==> config.mk <==
export PLATFORM = sky130hd
export DESIGN_NAME = flptb_walk
export DESIGN_NICKNAME = d
export VERILOG_FILES = /design/src/rtl/flptb_pkg.sv /design/src/rtl/flptb_walk.sv
export SDC_FILE = /design/constraint.sdc
export NUM_CORES = 1
export LEC_CHECK = 0
export ABC_CLOCK_PERIOD_IN_PS = 7830
export BUFFER_PORTS_ARGS = -buffer_cell sky130_fd_sc_hd__buf_2
export CORE_MARGIN = 4
export CORE_UTILIZATION = 54
export CTS_BUF_LIST = sky130_fd_sc_hd__clkbuf_8
export CTS_CLUSTER_SIZE = 16
export DETAILED_ROUTE_END_ITERATION = 8
export GPL_TIMING_DRIVEN = 0
export PLACE_DENSITY = 0.94
export RECOVER_POWER = 50
export SLEW_MARGIN = 20
export SYNTH_ARGS = -nofsm -noshare
export SYNTH_HDL_FRONTEND = slang
export SYNTH_SLANG_ARGS = --single-unit
==> constraint.sdc <==
create_clock -name clk_i -period 7.83 [get_ports clk_i]
set_input_delay 1.566 -clock clk_i [delete_from_list [all_inputs] [get_ports clk_i]]
set_output_delay 1.566 -clock clk_i [all_outputs]
set_load 0.02 [all_outputs]
==> src/rtl/flptb_pkg.sv <==
// Shared types and constants of the four-level page table builder.
// Field widths, register indexes and descriptor encodings; no dependencies.
package flptb_pkg;

  localparam int unsigned ENTRIES_PER_TABLE = 512;
  localparam int unsigned IDX_W             = 9;
  localparam int unsigned PN_W              = 36;
  localparam int unsigned FLAGS_W           = 12;
  localparam int unsigned WIDX_W            = 13;
  localparam int unsigned WORD_W            = 64;
  localparam int unsigned COUNT_W           = 5;
  localparam int unsigned CFG_IDX_W         = 2;
  localparam int unsigned CFG_DATA_W        = 36;

  localparam logic [CFG_IDX_W-1:0] REG_POOL_BASE  = 2'd0;
  localparam logic [CFG_IDX_W-1:0] REG_POOL_COUNT = 2'd1;

  localparam logic [COUNT_W-1:0] POOL_COUNT_RESET = 5'd16;

  localparam logic [1:0] TABLE_DESC = 2'b11;

  typedef enum logic [0:0] {
    FUNC_MAP  = 1'b0,
    FUNC_READ = 1'b1
  } func_e;

  typedef struct packed {
    logic              status;
    logic [WORD_W-1:0] read_data;
  } result_t;

endpackage

==> src/rtl/flptb_walk.sv <==
// Table walk sequencer: clears the root table after reset, reads pool words, walks levels 0 to 2,
// takes and clears pool pages, writes descriptors and leaves. Depends on flptb_pkg; drives flptb_mem.
module flptb_walk import flptb_pkg::*; #(
  parameter int unsigned POOL_PAGES = 16,
  localparam int unsigned PG_W      = $clog2(POOL_PAGES),
  localparam int unsigned PGC_W     = $clog2(POOL_PAGES + 1),
  localparam int unsigned ADDR_W    = PG_W + IDX_W
) (
  input  logic               clk_i,
  input  logic               rst_ni,
  input  logic               in_valid_i,
  output logic               in_stall_o,
  input  logic               func_i,
  input  logic [PN_W-1:0]    page_number_i,
  input  logic [FLAGS_W-1:0] page_flags_i,
  input  logic [WIDX_W-1:0]  word_index_i,
  input  logic [PN_W-1:0]    pool_base_i,
  input  logic [PGC_W-1:0]   page_limit_i,
  output logic               res_valid_o,
  input  logic               res_ready_i,
  output result_t            res_o,
  output logic               mem_we_o,
  output logic [ADDR_W-1:0]  mem_addr_o,
  output logic [WORD_W-1:0]  mem_wdata_o,
  input  logic [WORD_W-1:0]  mem_rdata_i
);

  typedef enum logic [2:0] {
    S_BOOT, S_IDLE, S_RD, S_EV, S_CLR, S_LEAF, S_OUT
  } state_e;

  localparam logic [1:0] LVL_0 = 2'd0;
  localparam logic [1:0] LVL_1 = 2'd1;
  localparam logic [1:0] LVL_2 = 2'd2;

  function automatic logic [IDX_W-1:0] slot_sel(input logic [1:0] lvl,
                                                 input logic [PN_W-1:0] pn);
    logic [IDX_W-1:0] s;
    unique case (lvl)
      LVL_0:   s = pn[35:27];
      LVL_1:   s = pn[26:18];
      LVL_2:   s = pn[17:9];
      default: s = pn[8:0];
    endcase
    return s;
  endfunction

  state_e             state_q, state_d;
  logic [1:0]         level_q, level_d;
  logic [PG_W-1:0]    page_q, page_d;
  logic [PGC_W-1:0]   nfp_q, nfp_d;
  logic [IDX_W-1:0]   cnt_q, cnt_d;
  logic               func_q;
  logic [PN_W-1:0]    pn_q;
  logic [FLAGS_W-1:0] flags_q;
  logic [WIDX_W-1:0]  widx_q;
  result_t            res_q, res_d;

  logic               accept;
  logic [31:0]        widx_ext;
  logic               word_taken;
  logic [PN_W-1:0]    rel;
  logic               rel_ok;
  logic               take_ok;
  logic [PG_W-1:0]    child;
  logic [PN_W-1:0]    desc_page;
  logic [WORD_W-1:0]  desc_word;
  logic [WORD_W-1:0]  leaf_word;
  logic [IDX_W-1:0]   cur_slot;
  logic [IDX_W-1:0]   next_slot;

  assign accept     = in_valid_i && !in_stall_o;
  assign in_stall_o = (state_q != S_IDLE);

  assign widx_ext   = 32'(widx_q);
  assign word_taken = (widx_ext >> IDX_W) < 32'(nfp_q);
  assign rel        = mem_rdata_i[47:12] - pool_base_i;
  assign rel_ok     = rel < PN_W'(nfp_q);
  assign take_ok    = nfp_q < page_limit_i;
  assign child      = rel[PG_W-1:0];
  assign desc_page  = pool_base_i + PN_W'(nfp_q);
  assign desc_word  = {16'd0, desc_page, 10'd0, TABLE_DESC};
  assign leaf_word  = {16'd0, pn_q, flags_q};
  assign cur_slot   = slot_sel(level_q, pn_q);
  assign next_slot  = slot_sel(level_q + 2'd1, pn_q);

  assign res_valid_o = (state_q == S_OUT);
  assign res_o       = res_q;

  always_comb begin
    state_d     = state_q;
    level_d     = level_q;
    page_d      = page_q;
    nfp_d       = nfp_q;
    cnt_d       = cnt_q;
    res_d       = res_q;
    mem_we_o    = 1'b0;
    mem_addr_o  = {page_q, cur_slot};
    mem_wdata_o = '0;
    unique case (state_q)
      S_BOOT: begin
        mem_we_o   = 1'b1;
        mem_addr_o = {page_q, cnt_q};
        cnt_d      = cnt_q + 1'b1;
        if (&cnt_q) begin
          state_d = S_IDLE;
        end
      end
      S_IDLE: begin
        if (accept) begin
          state_d = S_RD;
          level_d = LVL_0;
          page_d  = '0;
        end
      end
      S_RD: begin
        if (func_q == FUNC_READ) begin
          mem_addr_o = widx_ext[ADDR_W-1:0];
        end
        state_d = S_EV;
      end
      S_EV: begin
        if (func_q == FUNC_READ) begin
          res_d.status    = 1'b0;
          res_d.read_data = word_taken ? mem_rdata_i : '0;
          state_d         = S_OUT;
        end else if (mem_rdata_i == '0) begin
          if (!take_ok) begin
            res_d.status    = 1'b1;
            res_d.read_data = '0;
            state_d         = S_OUT;
          end else begin
            mem_we_o    = 1'b1;
            mem_wdata_o = desc_word;
            nfp_d       = nfp_q + PGC_W'(1);
            page_d      = nfp_q[PG_W-1:0];
            cnt_d       = '0;
            state_d     = S_CLR;
          end
        end else if (!rel_ok) begin
          res_d.status    = 1'b1;
          res_d.read_data = '0;
          state_d         = S_OUT;
        end else if (level_q == LVL_2) begin
          mem_we_o        = 1'b1;
          mem_addr_o      = {child, pn_q[IDX_W-1:0]};
          mem_wdata_o     = leaf_word;
          res_d.status    = 1'b0;
          res_d.read_data = '0;
          state_d         = S_OUT;
        end else begin
          level_d    = level_q + 2'd1;
          page_d     = child;
          mem_addr_o = {child, next_slot};
        end
      end
      S_CLR: begin
        mem_we_o   = 1'b1;
        mem_addr_o = {page_q, cnt_q};
        cnt_d      = cnt_q + 1'b1;
        if (&cnt_q) begin
          if (level_q == LVL_2) begin
            state_d = S_LEAF;
          end else begin
            level_d = level_q + 2'd1;
            state_d = S_RD;
          end
        end
      end
      S_LEAF: begin
        mem_we_o        = 1'b1;
        mem_addr_o      = {page_q, pn_q[IDX_W-1:0]};
        mem_wdata_o     = leaf_word;
        res_d.status    = 1'b0;
        res_d.read_data = '0;
        state_d         = S_OUT;
      end
      S_OUT: begin
        if (res_ready_i) begin
          state_d = S_IDLE;
        end
      end
      default: begin
        state_d = S_IDLE;
      end
    endcase
  end

  always_ff @(posedge clk_i or negedge rst_ni) begin
    if (!rst_ni) begin
      state_q <= S_BOOT;
      level_q <= LVL_0;
      page_q  <= '0;
      nfp_q   <= PGC_W'(1);
      cnt_q   <= '0;
    end else begin
      state_q <= state_d;
      level_q <= level_d;
      page_q  <= page_d;
      nfp_q   <= nfp_d;
      cnt_q   <= cnt_d;
    end
  end

  always_ff @(posedge clk_i) begin
    if (accept) begin
      func_q  <= func_i;
      pn_q    <= page_number_i;
      flags_q <= page_flags_i;
      widx_q  <= word_index_i;
    end
    res_q <= res_d;
  end

endmodule

==> impl_results.md <==
* Outcome: finished, violations left
* Failing checks: DRC, capacitance limit, slew limit
* Ys async rst share at 15.3%
* Die width at 150 um
* Fill count at between 1,500 and 2,000
* Initial Util at around 55%
* P_int at 0.00130 W
* FMAX at 0.128 GHz
* Worst path required time at around 6300 ps
* IO buf count at 299
* Seq cells post-synth at 150
* Total of max-cap violations at 2
* Tcrit/Tclk final at 99.6%
* Grt total ovfl at 0
* Mapped Area at 10,800 um^2
* Pleak at between 5 and 6 nW
* Final Hold Viols at 0
* Hold Slack at approximately 560 ps
* CTS Buffer Depth at 2
* Slew at the pin closest to its max-slew limit at 3090 ps
* Util after Layout at between 60 and 70%
* R2R Path End: res_o[63]$_SDFFCE_PP0P_
* Comb pwr share at between 20% and 30%
* TritonCTS clock tree: done
* Drt drc at 11
* Worst slew margin at -106%
* Synth warnings at 0
* I/O Pins at about 320
* Chip height at 150 um
* Antenna violations before repair at 2
* Global-route wire length before repair at between 60,000 and 70,000 um
* # diodes at 0
* Critical path type: input port to output pin
* Hold Path Origin: cnt_q[8]$_DFFE_PN0P_
* Via count at about 11,000
* Power Density at 149 nW/um^2
* H-tree depth at 4
* Final worst setup slack at 29.7 ps
* Synth top area cells: edfxtp_1 (35%), ha_1 (6.8%), dfrtp_1 (5.1%)
* Skew final at about 22 ps
* Initial drt markers at ~1,400
* CTS sink cnt at 150
* CTS Buf Count at 17
* Routed Antenna Nets at 0
* Wire per inst at 24.0 um
* RR Startpoint: nfp_q[1]$_DFFE_PN0P_
* Switching share of power at 35.1%
* R2R cell count at 15
* Post-Route WL at 42,600 um
* Min-Delay Path Class: flip-flop to flip-flop
* Critical Path AT at between 6000 and 7000 ps
* Peak VDD IR at around 0.12 mV
* Worst setup SP type: input port
* Worst Path Max Fanout at 6
* Vias in the first global route at roughly 11,000
* Initial DRT Pass Iterations at 9
* Core ar. at about 20,000 um^2
* Pin count of the biggest net entering global routing at roughly 60
* Sequential power share at between 40% and 50%
* Cell area after layout at approximately 13,000 um^2
* Gpl congestion at about 1.0
* Num rows at 51
* Net Sw Power at ~0.0007 W
* Library cells used by synthesis at between 70 and 80
* Worst R2R Setup Slack at between 3000 and 4000 ps
* CP startpoint: pool_base_i[0]
* Clock share of power at 32.6%
* Post-Syn Instances at 1,151
* Clock transition at path regs at around 100 ps
* Type of element capturing the critical path: output pin
* Final setup vio count at 0
* Crit path time final at 7800 ps
* Hold_buf cts at 0
* CTS Root Cell: clkbuf_8
* Register area share after synthesis at around two fifths
* Most common cell after layout, fill and taps aside: buf_2
* Worst setup path end: mem_wdata_o[5]
* Post-synth top area share at about a third
* Layout cells sized above 1 at between 20% and 30%
* Mean post-synth cell area at between 9 and 10 um^2
* Synth area leader: edfxtp_1
* Area growth from synthesis to layout at 24.7%
* Layout Nets at between 1,500 and 2,000
* DP Wirelength at 33,300 um
* Worst-Skew Late Latency at approximately 500 ps
* DP Area at 12,800 um^2
* Commonest cells after routing, fill and taps aside: buf_2 (266), edfxtp_1 (127), nand2_1 (86), a21oi_1 (76), inv_1 (73)
* Final Slew Violations at 82
* Post-synth EDFFs at ~130
* DP Worst Slack at -638 ps
* All-Layer GR Usage at between 30% and 40%
* Main flop type after synthesis: edfxtp_1
* Vias per cell at between 6 and 7
* Setup TNS Final at 0 ps
* Die area at between 20,000 and 25,000 um^2
[synth_stat cells, types with 8 or more instances]
cell type,number
a22o_1,28
ha_1,59
edfxtp_1,127
a21oi_1,77
nor4_1,24
o211ai_1,8
and3_1,9
o21a_1,9
a222oi_1,18
xnor2_1,50
buf_4,17
o21ai_0,53
nand4_1,20
or3_1,11
mux2_2,11
dfrtp_1,22
nor2_1,70
mux2i_1,23
a21o_1,12
o22ai_1,33
clkbuf_1,47
nand3_1,28
and2_1,76
nor3_1,25
inv_1,75
a211oi_1,12
nand2_1,86
xor2_1,13
[power groups by stage]
stage                     Combinational [W]  Clock, W  Sequential, W
after floorplan                    0.000273         0       0.000900
after global placement             0.000422         0       0.000904
after detailed placement           0.000428         0       0.000906
after CTS                          0.000442  0.000648       0.000888
after global routing               0.000497  0.000686       0.000890
final                              0.000463  0.000653       0.000888
[worst max-delay path, cell delays in order]
cell and delay (ps):
buf_2 150, ha_4 170, inv_4 40, fa_2 390, xor2_1 350, ha_1 300, o21ai_0 220, a21oi_1 60
o21ai_0 390, nor4bb_1 410, nand4_1 170, or4b_1 490, or4b_4 580, o21ai_4 320, buf_6 200, buf_6 120
and2_1 150, buf_6 130
[metal layers]
layer / track usage (%) / share of wire, % / vias to the layer above
li1: - / - / 4968
met2: 56.7 / 45 / 884
met5: 0 / 0.056 / -
met3: 8.27 / 13 / 164
met1: 51.0 / 38 / 5336
met4: 13.4 / 4.3 / 4
[metrics by stage]
step | power [W] | cells
2_1_floorplan | 0.00117 | 1166
3_3_place_gp | 0.00133 | 1730
3_5_place_dp | 0.00133 | 1734
4_1_cts | 0.00198 | 1776
5_1_grt | 0.00207 | 1773
6_report | 0.00200 | 1773
[what timing repair did]
item,CTS,global route
gates cloned,3,0
pin swaps,12,1
buffers inserted,7,0
endpoints found under the hold margin,0,0
gates resized for setup,48,26
setup endpoints to repair,62,60
[worst min path at each step]
stage | endpoint | slack [ps] | depth (start not counted)
2_1_floorplan | cnt_q[8]$_DFFE_PN0P_ | 500 | 2
3_3_place_gp | cnt_q[8]$_DFFE_PN0P_ | 520 | 2
3_5_place_dp | cnt_q[8]$_DFFE_PN0P_ | 530 | 2
4_1_cts | cnt_q[8]$_DFFE_PN0P_ | 560 | 2
5_1_grt | nfp_q[0]$_DFFE_PN1P_ | 590 | 1
6_report | cnt_q[8]$_DFFE_PN0P_ | 560 | 2
[sequential cells by signal, summed over array words and instances, names as in the netlist]
signal,flops
nfp_q,5
state_q,3
cnt_q,9
flags_q,12
level_q,2
res_o,65
page_q,4
func_q,1
pn_q,36
widx_q,13
[kinds of logic after synthesis]
| kind of cell | Yosys count | share of synthesized area (%) |
|---|---|---|
| other | 1 | 0.0347 |
| adders and majority gates | 61 | 7.19 |
| buffers and inverters | 149 | 5.88 |
| DFF | 150 | 40.6 |
| xor gates and xnor gates | 63 | 5.10 |
| and+or+nand+nor | 383 | 18.6 |
| muxes | 34 | 3.27 |
| AOI/OAI and AO/OA | 310 | 19.4 |
[cell type report]
class	count	area [um^2]	share of cell area (%)
multi-input combinational	867	6030	44.7
sequential	150	4390	32.5
timing repair buffer	313	1670	12.4
buffer	70	362	2.68
tap	265	332	2.46
inverter	76	288	2.13
clock buffer	17	234	1.73
clock inverter	15	189	1.40
Note: power is estimated with default switching activity, not from simulation.
